--- src/hw/rtl/pfp_pkg.sv ---
`timescale 1ns / 1ps
// ----------------------------------------------------------------------------
// pfp_pkg
// Shared constants for the page frame pool: defaults, field widths and codes.
// ----------------------------------------------------------------------------
package pfp_pkg;

	localparam int FRAMES_DEF     = 16;
	localparam int PAGE_BYTES_DEF = 4096;
	localparam int MAX_PINS_DEF   = 255;
	localparam int MAX_AGE_DEF    = 255;

	localparam int PAGE_W   = 32;
	localparam int STATUS_W = 3;
	localparam int FIDX_W   = 4;
	localparam int IO_W     = 2;
	localparam int OFFSET_W = 44;

	// operation codes
	localparam logic OP_GET   = 1'b0;
	localparam logic OP_UNPIN = 1'b1;

	// result status codes
	localparam logic [STATUS_W-1:0] ST_HIT       = 3'd0;
	localparam logic [STATUS_W-1:0] ST_MISS      = 3'd1;
	localparam logic [STATUS_W-1:0] ST_NO_VICTIM = 3'd2;
	localparam logic [STATUS_W-1:0] ST_UNPINNED  = 3'd3;
	localparam logic [STATUS_W-1:0] ST_NOT_RES   = 3'd4;

	// I/O request codes
	localparam logic [IO_W-1:0] IO_NONE  = 2'd0;
	localparam logic [IO_W-1:0] IO_READ  = 2'd1;
	localparam logic [IO_W-1:0] IO_WRITE = 2'd2;

endpackage

--- src/hw/rtl/page_frame_pool_lru.sv ---
`timescale 1ns / 1ps
// ----------------------------------------------------------------------------
// page_frame_pool_lru
// Page frame pool with age-based LRU replacement and pin counts.
// ----------------------------------------------------------------------------
// Usage:
//   Command channel: drive op, page_number and modified and raise start; the
//   transaction is taken at the edge where start is high and busy is low.
//   Result channel: done is high for exactly one cycle with status,
//   frame_index, io_request and io_offset valid in that cycle. The receiver
//   cannot stall; every result must be taken when done is high.
// Sequencing:
//   From acceptance to the result strobe a transaction makes one pass of the
//   frame RAM read port over every frame (aging, lookup and victim search
//   share that pass), waits for the registered RAM read data of the last
//   read, and then makes the final entry update in S_DONE. busy drops in
//   the cycle done rises, so the next transaction is taken at the edge that
//   ends the strobe cycle; none is taken while one is in flight.
// Reset:
//   arst_n clears all frame valid bits and the control state; the frame RAM
//   needs no clearing, since pin count and age of a frame are written when
//   it is filled and never used while it is invalid.
// ----------------------------------------------------------------------------
module page_frame_pool_lru
	import pfp_pkg::*;
#(
	parameter int FRAMES     = FRAMES_DEF,
	parameter int PAGE_BYTES = PAGE_BYTES_DEF,
	parameter int MAX_PINS   = MAX_PINS_DEF,
	parameter int MAX_AGE    = MAX_AGE_DEF
) (
	input  logic                clk,
	input  logic                arst_n,
	input  logic                start,
	output logic                busy,
	input  logic                op,
	input  logic [PAGE_W-1:0]   page_number,
	input  logic                modified,
	output logic                done,
	output logic [STATUS_W-1:0] status,
	output logic [FIDX_W-1:0]   frame_index,
	output logic [IO_W-1:0]     io_request,
	output logic [OFFSET_W-1:0] io_offset
);

	localparam int IDX_W  = $clog2(FRAMES);
	localparam int CNT_W  = IDX_W + 1;
	localparam int PIN_W  = $clog2(MAX_PINS + 1);
	localparam int AGE_W  = $clog2(MAX_AGE + 1);
	localparam int PB_W   = $clog2(PAGE_BYTES + 1);
	localparam int PROD_W = (PAGE_W + PB_W > OFFSET_W) ? PAGE_W + PB_W : OFFSET_W;
	localparam int ENT_W  = PAGE_W + PIN_W + AGE_W;

	localparam logic [PIN_W-1:0] PIN_MAX  = PIN_W'(MAX_PINS);
	localparam logic [AGE_W-1:0] AGE_MAX  = AGE_W'(MAX_AGE);
	localparam logic [IDX_W-1:0] IDX_LAST = IDX_W'(FRAMES - 1);
	localparam logic [CNT_W-1:0] CNT_END  = CNT_W'(FRAMES);
	localparam logic [PB_W-1:0]  PB       = PB_W'(PAGE_BYTES);

	localparam logic [1:0] S_IDLE = 2'd0;
	localparam logic [1:0] S_SCAN = 2'd1;
	localparam logic [1:0] S_DONE = 2'd2;

	typedef struct packed {
		logic [PAGE_W-1:0] tag;
		logic [PIN_W-1:0]  pin;
		logic [AGE_W-1:0]  age;
	} entry_t;

	logic [1:0]        state_q;
	logic [CNT_W-1:0]  iss_q;
	logic              pend_s1;
	logic [IDX_W-1:0]  idx_s1;
	logic [FRAMES-1:0] valid_q;

	// latched command
	logic              op_q;
	logic [PAGE_W-1:0] page_q;
	logic              mod_q;

	// scan trackers
	logic              hit_q;
	logic [IDX_W-1:0]  hit_idx_q;
	logic [PIN_W-1:0]  hit_pin_q;
	logic [AGE_W-1:0]  hit_age_q;
	logic              inv_q;
	logic [IDX_W-1:0]  inv_idx_q;
	logic              vic_q;
	logic [IDX_W-1:0]  vic_idx_q;
	logic [AGE_W-1:0]  vic_age_q;

	// RAM port
	logic              ram_we;
	logic [IDX_W-1:0]  ram_waddr;
	entry_t            ram_wdata;
	logic [IDX_W-1:0]  ram_raddr;
	entry_t            ram_rdata;
	logic [ENT_W-1:0]  ram_rdata_raw;

	// per-entry scan view
	logic              cur_valid;
	logic [AGE_W-1:0]  cur_aged;
	logic              cur_match;

	// final update
	logic              fill_ok;
	logic [IDX_W-1:0]  fill_idx;
	logic [PIN_W-1:0]  pin_up;
	logic [PIN_W-1:0]  pin_dn;
	logic [PROD_W-1:0] prod;

	assign busy      = (state_q != S_IDLE);
	assign ram_rdata = entry_t'(ram_rdata_raw);

	pfp_frame_ram #(
		.DEPTH  (FRAMES),
		.DATA_W (ENT_W),
		.ADDR_W (IDX_W)
	) u_ram (
		.clk   (clk),
		.we    (ram_we),
		.waddr (ram_waddr),
		.wdata (ram_wdata),
		.raddr (ram_raddr),
		.rdata (ram_rdata_raw)
	);

	// Age saturates; a get ages before the lookup, an unpin never ages.
	always_comb begin
		cur_valid = valid_q[idx_s1];
		cur_aged  = ram_rdata.age;
		if ((op_q == OP_GET) && (ram_rdata.age < AGE_MAX)) begin
			cur_aged = ram_rdata.age + AGE_W'(1);
		end
		cur_match = cur_valid && (ram_rdata.tag == page_q);
	end

	always_comb begin
		fill_ok  = inv_q || vic_q;
		fill_idx = inv_q ? inv_idx_q : vic_idx_q;
		pin_up   = (hit_pin_q < PIN_MAX) ? hit_pin_q + PIN_W'(1) : hit_pin_q;
		pin_dn   = (hit_pin_q != '0) ? hit_pin_q - PIN_W'(1) : hit_pin_q;
		prod     = PROD_W'(page_q) * PROD_W'(PB);
	end

	// Read address: issue index for the scan, frame 0 on acceptance.
	always_comb begin
		ram_raddr = '0;
		if (state_q == S_SCAN) begin
			ram_raddr = iss_q[IDX_W-1:0];
		end
	end

	// Write port: aged write-back during a get scan, entry update at the end.
	always_comb begin
		ram_we    = 1'b0;
		ram_waddr = idx_s1;
		ram_wdata = '{tag: ram_rdata.tag, pin: ram_rdata.pin, age: cur_aged};
		unique case (state_q)
			S_SCAN: begin
				ram_we = pend_s1 && (op_q == OP_GET);
			end
			S_DONE: begin
				if (op_q == OP_GET) begin
					if (hit_q) begin
						ram_we    = 1'b1;
						ram_waddr = hit_idx_q;
						ram_wdata = '{tag: page_q, pin: pin_up, age: '0};
					end else begin
						ram_we    = fill_ok;
						ram_waddr = fill_idx;
						ram_wdata = '{tag: page_q, pin: PIN_W'(1), age: '0};
					end
				end else begin
					ram_we    = hit_q;
					ram_waddr = hit_idx_q;
					ram_wdata = '{tag: page_q, pin: pin_dn, age: hit_age_q};
				end
			end
			default: begin
				ram_we = 1'b0;
			end
		endcase
	end

	// Control and valid bits.
	always_ff @(posedge clk or negedge arst_n) begin
		if (!arst_n) begin
			state_q <= S_IDLE;
			pend_s1 <= 1'b0;
			valid_q <= '0;
			done    <= 1'b0;
		end else begin
			done <= 1'b0;
			unique case (state_q)
				S_IDLE: begin
					if (start) begin
						state_q <= S_SCAN;
					end
				end
				S_SCAN: begin
					pend_s1 <= (iss_q < CNT_END);
					if (pend_s1 && (idx_s1 == IDX_LAST)) begin
						state_q <= S_DONE;
						pend_s1 <= 1'b0;
					end
				end
				S_DONE: begin
					state_q <= S_IDLE;
					done    <= 1'b1;
					if ((op_q == OP_GET) && !hit_q && fill_ok) begin
						valid_q[fill_idx] <= 1'b1;
					end
				end
				default: begin
					state_q <= S_IDLE;
				end
			endcase
		end
	end

	// Datapath: command latch, scan trackers, result registers.
	always_ff @(posedge clk) begin
		unique case (state_q)
			S_IDLE: begin
				// take the transaction, reset trackers, start issuing at frame 0
				op_q   <= op;
				page_q <= page_number;
				mod_q  <= modified;
				iss_q  <= '0;
				hit_q  <= 1'b0;
				inv_q  <= 1'b0;
				vic_q  <= 1'b0;
			end
			S_SCAN: begin
				if (iss_q < CNT_END) begin
					idx_s1 <= iss_q[IDX_W-1:0];
					iss_q  <= iss_q + CNT_W'(1);
				end
				if (pend_s1) begin
					if (cur_match && !hit_q) begin
						hit_q     <= 1'b1;
						hit_idx_q <= idx_s1;
						hit_pin_q <= ram_rdata.pin;
						hit_age_q <= cur_aged;
					end
					if (!cur_valid && !inv_q) begin
						inv_q     <= 1'b1;
						inv_idx_q <= idx_s1;
					end
					// strictly greater keeps the lowest index on ties
					if (cur_valid && (ram_rdata.pin == '0) &&
					    (!vic_q || (cur_aged > vic_age_q))) begin
						vic_q     <= 1'b1;
						vic_idx_q <= idx_s1;
						vic_age_q <= cur_aged;
					end
				end
			end
			S_DONE: begin
				frame_index <= '0;
				io_request  <= IO_NONE;
				io_offset   <= '0;
				if (op_q == OP_GET) begin
					if (hit_q) begin
						status      <= ST_HIT;
						frame_index <= FIDX_W'(hit_idx_q);
					end else if (fill_ok) begin
						status      <= ST_MISS;
						frame_index <= FIDX_W'(fill_idx);
						io_request  <= IO_READ;
						io_offset   <= prod[OFFSET_W-1:0];
					end else begin
						status <= ST_NO_VICTIM;
					end
				end else begin
					if (hit_q) begin
						status      <= ST_UNPINNED;
						frame_index <= FIDX_W'(hit_idx_q);
						if (mod_q) begin
							io_request <= IO_WRITE;
							io_offset  <= prod[OFFSET_W-1:0];
						end
					end else begin
						status <= ST_NOT_RES;
					end
				end
			end
			default: begin
				iss_q <= '0;
			end
		endcase
	end

endmodule

--- src/hw/rtl/pfp_frame_ram.sv ---
`timescale 1ns / 1ps
// ----------------------------------------------------------------------------
// pfp_frame_ram
// Frame entry store: one write port, one read port, registered read data.
// ----------------------------------------------------------------------------
module pfp_frame_ram #(
	parameter int DEPTH  = 16,
	parameter int DATA_W = 48,
	parameter int ADDR_W = $clog2(DEPTH)
) (
	input  logic              clk,
	input  logic              we,
	input  logic [ADDR_W-1:0] waddr,
	input  logic [DATA_W-1:0] wdata,
	input  logic [ADDR_W-1:0] raddr,
	output logic [DATA_W-1:0] rdata
);

	logic [DATA_W-1:0] mem [DEPTH];

	always_ff @(posedge clk) begin
		if (we) begin
			mem[waddr] <= wdata;
		end
	end

	always_ff @(posedge clk) begin
		rdata <= mem[raddr];
	end

endmodule
--- config.mk ---
export PLATFORM = sky130hd
export DESIGN_NAME = page_frame_pool_lru
export DESIGN_NICKNAME = d
export VERILOG_FILES = /design/src/hw/rtl/pfp_pkg.sv /design/src/hw/rtl/page_frame_pool_lru.sv /design/src/hw/rtl/pfp_frame_ram.sv
export SDC_FILE = /design/constraint.sdc
export NUM_CORES = 1
export LEC_CHECK = 0
export BUFFER_PORTS_ARGS = -buffer_cell sky130_fd_sc_hd__buf_2
export CORE_ASPECT_RATIO = 1.1
export CORE_MARGIN = 4
export CORE_UTILIZATION = 40
export DETAILED_ROUTE_END_ITERATION = 10
export GPL_TIMING_DRIVEN = 0
export PLACE_DENSITY = 0.64
export SLEW_MARGIN = 0
export SYNTH_ARGS = -nofsm -noshare
export SYNTH_HDL_FRONTEND = slang
export SYNTH_SLANG_ARGS = --single-unit
--- constraint.sdc ---
create_clock -name clk -period 5.3 [get_ports clk]
set_input_delay 0.265 -clock clk [delete_from_list [all_inputs] [get_ports clk]]
set_output_delay 0.265 -clock clk [all_outputs]
set_load 0.05 [all_outputs]
==> flow_metrics.env, run 1 <==
export IMPL_status="finished clean"
export IMPL_fin_crit_sh_pct=83.2
export IMPL_fin_nets=2629
export IMPL_tns_ns=0
export IMPL_wirelength_um=100000
export IMPL_hp_class="in2async"
export IMPL_num_rows=118
export IMPL_syn_area_um2=38000
export IMPL_rsz0062_at_grt="false"
export IMPL_grt_antenna_before_repair=0
export IMPL_globalplace_congestion=0.822
export IMPL_cp_cell_sequence="inv_1, ha_4, buf_2, mux2i_1, nand3b_1, nor2_4, buf_12, buf_16"
export IMPL_p_clk_share_pct=30.6
export IMPL_synthesis_instances=2316
export IMPL_p_total_mw=23.6
export IMPL_drive_gt1_share_pct=23.4
export IMPL_final_hold_viol_count=0
export IMPL_finalSetupViolCount=0
export IMPL_cp_required_ns=5.65
export IMPL_p_int_mw=16.1
export IMPL_syn2layout_area_growth_pct=17.6
export IMPL_io_pins=92
export IMPL_drv_slew=0
export IMPL_worst_slack_ns=0.893
export IMPL_htree_levels=3
export IMPL_antenna_cells=0
export IMPL_path_buf_inv=4
export IMPL_place_ws_ns=0.962
export IMPL_slew_headroom_pct=15.7
export IMPL_synthFlopType="edfxtp_1"
export IMPL_path_clk_slew_ns=0.06
export IMPL_start_kind="flop"
export IMPL_grt_max_degree=46
export IMPL_p_per_area_nw_per_um2=527
export IMPL_ys_types=60
export IMPL_initial_core_util_pct=40.4
export IMPL_synthTopCellsByArea="edfxtp_1 70%, mux2_2 6.5%, mux2i_1 2.8%"
export IMPL_drc=0
export IMPL_tightest_slew_ns=1.26
export IMPL_vdd_drop_max_mv=0.320
export IMPL_p_leak_nw=15.3
export IMPL_worstSetupPathType="reg2reg"
export IMPL_power_switching_mw=7.42
export IMPL_worst_r2r_setup_slack_ns=0.89
export IMPL_fmax_ghz=0.227
export IMPL_slowest_stage="nor2_4"
export IMPL_dr_pass1_iters=5
export IMPL_power_frac_comb_pct=25.4
export IMPL_async_flop_share_pct=2.09
export IMPL_synthTopCellsByCount="891 x edfxtp_1, 221 x mux2_2, 204 x a21oi_1"
export IMPL_path_delay_family="simple AND/OR/NAND/NOR gates"
export IMPL_coreArea_um2=94200
export IMPL_grt_total_usage_pct=19.5
export IMPL_tritoncts="built"
export IMPL_clkLatencyLatePin_ns=0.69
export IMPL_portBuffers=79
export IMPL_dieArea_um2=100000
export IMPL_sequentialPowerShare_pct=44.1
export IMPL_numCtsBuffers=97
export IMPL_maxCapViolCount=0
export IMPL_via_per_inst=5.61
export IMPL_root_buffer="clkbuf_16"
export IMPL_yosys_area_top_type="edfxtp_1"
export IMPL_final_cell_area_um2=44700
export IMPL_dr_total_vias=22000
export IMPL_path_max_fanout=45
export IMPL_synth_top_area_share_pct=70.3
export IMPL_clock_skew_ns=0.0523
export IMPL_synth_avg_cell_area_um2=16.4
export IMPL_wl_per_cell_um=25.5
export IMPL_dp_hpwl_um=66600
export IMPL_gr_total_overflow=0
export IMPL_critical_path_max_stage_delay_ns=0.78
export IMPL_worstPathArrival_ns=4.76
export IMPL_seq_area_frac_synth_pct=74.2
export IMPL_synth_warnings=0
export IMPL_grt_pass1_vias=22200
export IMPL_cp_end_kind="flop"
export IMPL_min_period_ns=4.41
export IMPL_die_y_um=331
export IMPL_die_w_um=302
export IMPL_yosysMostFrequentCell="edfxtp_1"
export IMPL_grt_pass1_wl_um=146000
export IMPL_post_cts_buffers=0
export IMPL_clock_sinks=959
export IMPL_synth_edf_count=891
export IMPL_place_area_um2=40900
export IMPL_ys_seq_elements=959
export IMPL_switching_share_pct=31.5
export IMPL_clockBufferDepth=3
export IMPL_drt_initial_drc_count=2080
export IMPL_ant_nets=0
registers in the layout, indices dropped and copies added (netlist names), 2 cells and up:
signal	count
frame_index	4
hit_age_q	8
hit_idx_q	4
hit_pin_q	8
idx_s1	4
inv_idx_q	4
io_offset	32
io_request	2
iss_q	5
page_q	32
state_q	2
status	3
u_ram.mem	768
u_ram.rdata	48
valid_q	16
vic_age_q	8
vic_idx_q	4
worst reg2reg max path: cells and delay by family (launching register included):
kind,cells,cell delay (ns)
buffers and inverters,4,1.15
adder cells (fa/ha/maj),1,0.70
multiplexers,1,0.52
AND/OR/NAND/NOR,2,1.30
flip-flops,1,0.40
path summary, 6_finish.rpt:
check                                start               to  cells after the start
hold / removal                      arst_n          pend_s1                      2
setup / recovery                state_q[0]  u_ram.mem[5][5]                      8
min in group clk           page_number[16]       page_q[16]                      2
hold reg to reg             u_ram.rdata[8]     hit_pin_q[0]                      0
setup reg to reg                state_q[0]  u_ram.mem[5][5]                      8
max in group asynchronous           arst_n      valid_q[13]                      2
routing by layer:
layer,vias up,wire length [um],global-route usage (%),part of all wire [%]
met1,11200,40300,25.6,40
met3,170,7620,3.78,7.6
met2,972,49400,32.7,49
met5,-,0,0,0
li1,9625,-,-,-
met4,0,2820,6.40,2.8
cell families (layout without fill, tap and decap cells):
logic type | count (synthesis) | in the layout | share of synthesized area [%]
DFF | 959 | 959 | 74.2
AOI/OAI and AO/OA | 565 | 565 | 9.38
muxes | 338 | 338 | 9.83
and+or+nand+nor | 217 | 217 | 2.81
buffers and inverters | 173 | 505 | 2.19
xor gates and xnor gates | 47 | 47 | 1.08
adders and majority gates | 16 | 16 | 0.526
other | 1 | 12 | 0.00986
power by group through the flow:
stage	Combinational (mW)	Sequential (mW)	Clock, mW
2_1_floorplan	3.63	10.4	0
3_3_place_gp	5.56	10.6	0
3_5_place_dp	5.87	10.5	0
4_1_cts	5.94	10.4	7.29
5_1_grt	6.34	10.4	7.59
6_report	5.97	10.4	7.20
placed cells by master (no fill, tap or decap), drive strengths merged, types with 10 or more instances in the layout:
master       count
conb            12
xnor2           41
mux2           226
clkinv          33
nand4           11
nor3            10
nand3           14
a21o            12
dfrtp           20
edfxtp         891
dlygate4sd3     36
dfxtp           48
inv             24
ha              16
nand2           76
buf            216
o21ai          167
a22oi           48
mux2i          108
clkbuf         178
a221oi          48
bufinv          14
a21oi          204
and2            35
a32o            48
nor2            37
per-stage QoR:
step	std cells	hold WS, ns	utilization [%]
final	3919	0.0739	47.5
after global routing	3919	0.119	47.5
after CTS	3917	0.0650	47.5
after detailed placement	3699	0.252	43.4
after global placement	3666	0.236	42.5
after floorplan	2327	-0.0306	-
area by class of cell:
cell class | count | area [um2]
clock inverters | 53 | 763
clock buffers | 129 | 2650
multi-input cells | 1195 | 9180
fillers | 7986 | 49500
plain buffers | 151 | 751
inverters | 22 | 82.6
flip-flops and latches | 959 | 28200
repair buffers | 150 | 1500
well taps | 1260 | 1580
timing repair:
| action | in CTS | in global routing |
|---|---|---|
| hold buffers | 36 | 0 |
| resized for setup | 0 | 0 |
| endpoints found under the hold margin | 56 | 0 |
No activity file was read; power rests on OpenSTA's default activity.
==> run 2: changes to the inputs <==
Settings changed: PLACE_DENSITY 0.64 to 0.62.
Clock period 5.3 ns to 4.5 ns, I/O delays scaled along.
==> flow_metrics.env, run 2 (synthesis gave the netlist of run 1 again) <==
export IMPL_status="finished clean"
export IMPL_worstPathArrival_ns=4.51
export IMPL_path_max_fanout=45
export IMPL_top_regs="u_ram.mem: 768 flops, u_ram.rdata: 48 flops"
export IMPL_p_per_area_nw_per_um2=615
export IMPL_p_clk_share_pct=29.6
export IMPL_path_buf_inv=3
export IMPL_regArea_um2=28200
export IMPL_nFillCells=8105
export IMPL_top_register="u_ram.mem"
export IMPL_fin_crit_sh_pct=92.1
export IMPL_grt_antenna_before_repair=5
export IMPL_ff2ff_path_depth=7
export IMPL_clkLatencyLatePin_ns=0.70
export IMPL_final_common_cell="edfxtp_1"
export IMPL_rsz0062_at_grt="false"
export IMPL_final_hold_viol_count=0
export IMPL_root_buffer="clkbuf_16"
export IMPL_dr_pass1_iters=6
export IMPL_syn2layout_area_growth_pct=17.0
export IMPL_grt_total_usage_pct=19.9
export IMPL_grt_pass1_wl_um=148000
export IMPL_final_cell_mix="891 x edfxtp_1, 221 x mux2_2, 203 x a21oi_1"
export IMPL_cp_cell_sequence="inv_1, ha_4, buf_2, mux2i_1, nand2_1, nor2_4, buf_12"
export IMPL_tritoncts="built"
export IMPL_drv_slew=0
export IMPL_die_y_um=331
export IMPL_wirelength_um=102000
export IMPL_clockBufferDepth=3
export IMPL_cts_hold_buffers=36
export IMPL_slew_headroom_pct=14.8
export IMPL_p_int_mw=18.6
export IMPL_drc=0
export IMPL_fin_nets=2631
export IMPL_tightest_slew_ns=1.27
export IMPL_clock_skew_ns=0.0432
export IMPL_switching_share_pct=32.0
export IMPL_grt_max_degree=46
export IMPL_finalSetupViolCount=0
export IMPL_cts_resized=0
export IMPL_path_clk_slew_ns=0.06
export IMPL_power_frac_comb_pct=25.7
export IMPL_post_cts_buffers=0
export IMPL_largest_reg_flops=768
export IMPL_globalplace_congestion=0.841
export IMPL_tns_ns=0
export IMPL_antenna_cells=0
export IMPL_start_kind="flop"
export IMPL_place_area_um2=40900
export IMPL_power_switching_mw=8.77
export IMPL_initial_core_util_pct=40.4
export IMPL_numCtsBuffers=99
export IMPL_critical_path_max_stage_delay_ns=0.81
export IMPL_hp_class="in2async"
export IMPL_gr_total_overflow=0
export IMPL_ant_nets=0
export IMPL_dr_total_vias=22200
export IMPL_slowest_stage="nor2_4"
export IMPL_cp_required_ns=4.87
export IMPL_dieArea_um2=100000
export IMPL_path_delay_family="simple AND/OR/NAND/NOR gates"
export IMPL_dp_hpwl_um=67400
export IMPL_coreArea_um2=94200
export IMPL_grt_pass1_vias=22500
export IMPL_drt_initial_drc_count=2481
export IMPL_cp_end_kind="flop"
export IMPL_sequentialPowerShare_pct=44.7
export IMPL_drive_gt1_share_pct=23.3
export IMPL_p_leak_nw=15.2
export IMPL_multi_input_area_um2=9190
export IMPL_worstSetupPathType="reg2reg"
export IMPL_fmax_ghz=0.241
export IMPL_num_rows=118
export IMPL_timing_rr_start="state_q[0]"
export IMPL_min_period_ns=4.15
export IMPL_final_cell_area_um2=44500
export IMPL_maxCapViolCount=0
export IMPL_r2r_end="u_ram.mem[2][37]"
export IMPL_die_w_um=302
export IMPL_htree_levels=3
export IMPL_vdd_drop_max_mv=0.373
export IMPL_worst_r2r_setup_slack_ns=0.35
export IMPL_portBuffers=79
export IMPL_via_per_inst=5.67
export IMPL_clock_sinks=959
export IMPL_io_pins=92
export IMPL_wl_per_cell_um=26.0
[run 2: how the worst max path moves through the flow]
stage | from | to | cells past startpoint
detailed placement | state_q[0] | u_ram.mem[3][14] | 6
floorplan | state_q[0] | u_ram.mem[3][0] | 6
global route | state_q[0] | u_ram.mem[2][37] | 7
finish | state_q[0] | u_ram.mem[2][37] | 7
CTS | state_q[0] | u_ram.mem[14][14] | 6
global placement | state_q[0] | u_ram.mem[7][36] | 6
[run 2: worst register-to-register path, delay by kind of cell (launching register included)]
| family | cells | cell delay, ns |
|---|---|---|
| DFF | 1 | 0.41 |
| adders and majority gates | 1 | 0.71 |
| buffers and inverters | 3 | 1.00 |
| and+or+nand+nor | 2 | 1.18 |
| muxes | 1 | 0.50 |
[run 2: area by class of cell]
cell class | instances | area share [%]
plain buffers | 151 | 1.69
clock buffers | 132 | 6.00
clock inverters | 53 | 1.28
inverters | 22 | 0.185
multi-input cells | 1195 | 20.6
flip-flops and latches | 959 | 63.4
well taps | 1260 | 3.54
repair buffers | 150 | 3.29
[run 2: power groups by stage]
stage	Sequential (mW)	Clock (mW)	Combinational, mW
after floorplan	12.3	0	4.28
after global placement	12.4	0	6.61
after detailed placement	12.4	0	6.96
after CTS	12.2	8.24	7.02
after global routing	12.3	8.65	7.49
final	12.2	8.11	7.05
[run 2: layer usage]
layer | track usage, % | wire [um] | vias to the layer above
met4 | 6.65 | 2900 | 0
met5 | 0 | 0 | -
li1 | - | - | 9611
met3 | 3.11 | 7110 | 182
met1 | 26.5 | 41500 | 11500
met2 | 33.4 | 50500 | 963
[run 2: per-stage QoR]
stage | utilization, % | hold slack, ns | total power [mW] | instances | setup WS (ns)
final | 47.3 | 0.0379 | 27.4 | 3922 | 0.354
after floorplan | - | -0.0706 | 16.6 | 2327 | -0.478
after CTS | 47.2 | 0.0228 | 27.5 | 3921 | 0.243
after global placement | 42.5 | 0.198 | 19.1 | 3666 | -4.47
after detailed placement | 43.4 | 0.214 | 19.4 | 3700 | 0.272
after global routing | 47.3 | 0.0819 | 28.4 | 3922 | 0.0775
==> run 3: changes to the inputs <==
==> constraint.sdc (replaced) <==
create_clock -name clk -period 4.5 [get_ports clk]
set_input_delay 0.9 -clock clk [delete_from_list [all_inputs] [get_ports clk]]
set_output_delay 0.9 -clock clk [all_outputs]
set_load 0.05 [all_outputs]
==> flow_metrics.env, run 3 (synthesis gave the netlist of run 1 again) <==
export IMPL_status="finished clean"
export IMPL_gr_total_overflow=0
export IMPL_final_cells=3886
export IMPL_slowest_stage="nor2_4"
export IMPL_worstSetupPathType="reg2reg"
export IMPL_tritoncts="built"
export IMPL_rsz0062_at_grt="false"
export IMPL_dr_pass1_iters=6
export IMPL_cp_end_kind="flop"
export IMPL_multi_input_area_um2=9190
export IMPL_drt_initial_drc_count=2420
export IMPL_worstPathArrival_ns=4.51
export IMPL_placed_cells=3700
export IMPL_final_hold_viol_count=0
export IMPL_htree_levels=3
export IMPL_root_buffer="clkbuf_16"
export IMPL_top_register="u_ram.mem"
export IMPL_met1_usage_pct=26.4
export IMPL_grt_total_usage_pct=19.8
export IMPL_cp_cell_sequence="inv_1, ha_4, buf_2, mux2i_1, nand2_1, nor2_4, buf_12"
export IMPL_finalSetupViolCount=0
export IMPL_wirelength_um=102000
export IMPL_critPathLaunch="state_q[0]"
export IMPL_nFillCells=8122
export IMPL_critical_path_max_stage_delay_ns=0.81
export IMPL_fmax_ghz=0.242
export IMPL_hp_class="in2async"
export IMPL_p_per_area_nw_per_um2=620
export IMPL_via_per_inst=5.67
export IMPL_grt_busiest_layer="met2"
export IMPL_clkLatencyLatePin_ns=0.70
export IMPL_clockBufferDepth=3
export IMPL_slew_headroom_pct=14.5
export IMPL_p_leak_nw=15.1
export IMPL_fin_crit_sh_pct=92.0
export IMPL_post_cts_buffers=0
export IMPL_top_regs="u_ram.mem: 768 flops, u_ram.rdata: 48 flops"
export IMPL_grt_antenna_before_repair=5
export IMPL_clock_sinks=959
export IMPL_die_y_um=331
export IMPL_grt_max_degree=46
export IMPL_vdd_drop_max_mv=0.376
export IMPL_die_w_um=302
export IMPL_path_max_fanout=45
export IMPL_portBuffers=79
export IMPL_coreArea_um2=94200
export IMPL_cp_required_ns=4.87
export IMPL_largest_reg_flops=768
export IMPL_maxCapViolCount=0
export IMPL_cts_resized=0
export IMPL_numCtsBuffers=99
export IMPL_fin_nets=2595
export IMPL_drive_gt1_share_pct=23.6
export IMPL_grt_pass1_wl_um=147000
export IMPL_globalplace_congestion=0.841
export IMPL_start_kind="flop"
export IMPL_initial_core_util_pct=40.4
export IMPL_timing_rr_start="state_q[0]"
export IMPL_worst_slack_ns=0.360
export IMPL_dieArea_um2=100000
export IMPL_place_ws_ns=0.272
export IMPL_final_common_cell="edfxtp_1"
export IMPL_io_pins=92
export IMPL_grt_pass1_vias=22400
export IMPL_regArea_um2=28200
export IMPL_final_cell_mix="891 x edfxtp_1, 221 x mux2_2, 203 x a21oi_1"
export IMPL_clock_skew_ns=0.0380
export IMPL_grtUsageMet3_pct=3.13
export IMPL_tightest_slew_ns=1.28
export IMPL_drc=0
export IMPL_ant_nets=0
export IMPL_dp_hpwl_um=67400
export IMPL_wl_per_cell_um=26.2
export IMPL_cts_hold_buffers=0
export IMPL_path_clk_slew_ns=0.06
export IMPL_min_period_ns=4.14
export IMPL_use_met2_pct=33.3
export IMPL_drv_slew=0
export IMPL_syn2layout_area_growth_pct=16.1
export IMPL_antenna_cells=0
export IMPL_dr_total_vias=22000
export IMPL_num_rows=118
run 3: changes by cell type in the layout (fill, tap and decap cells not counted), sizes merged:
cell	previous run	this run
dlygate4sd3	36	0
run 3: power by group:
part,internal [mW],leakage (nW),switching [mW]
registers,11.8,8.76,0.469
clock network,4.62,1.58,3.51
logic,2.21,4.72,4.81
run 3: per-layer routing:
layer	share of wire (%)	routed length, um
met4	2.8	2880
met5	0	0
met3	7.5	7610
met2	50	50400
met1	40	40900
run 3: worst paths after layout:
path                               endpoint  slack, ns  depth (start not counted)
max                        u_ram.mem[2][37]       0.36                          7
min                                    done       0.17                          1
max reg2reg                u_ram.mem[2][37]       0.36                          7
min reg2reg                      valid_q[1]       0.46                          1
max in group asynchronous        valid_q[1]       3.99                          1
min in group clk                 page_q[14]       0.38                          1
run 3: critical path, delay by kind of cell, from the launching register on:
kind          cells  cell delay [ns]
mux               1             0.49
fa+ha+maj         1             0.72
flops             1             0.41
simple gates      2             1.18
buf+inv           3             0.96
run 3: final cells by class:
cell class | instances | area share (%)
inverters | 22 | 0.187
multi-input cells | 1195 | 20.8
well taps | 1260 | 3.57
repair buffers | 114 | 2.50
plain buffers | 151 | 1.70
clock buffers | 132 | 6.05
clock inverters | 53 | 1.29
flip-flops and latches | 959 | 63.9
run 3: stage by stage:
stage               area (um2)  hold slack (ns)  TNS (ns)  utilization [%]  power, mW
global route             44200            0.197         0             46.9       28.4
global placement         40100            0.435  -3422.61             42.5       19.1
floorplan                38100            0.421   -267.03                -       16.6
CTS                      44100            0.151         0             46.9       27.5
finish                   44200            0.167         0             46.9       27.4
detailed placement       40900            0.443         0             43.4       19.4
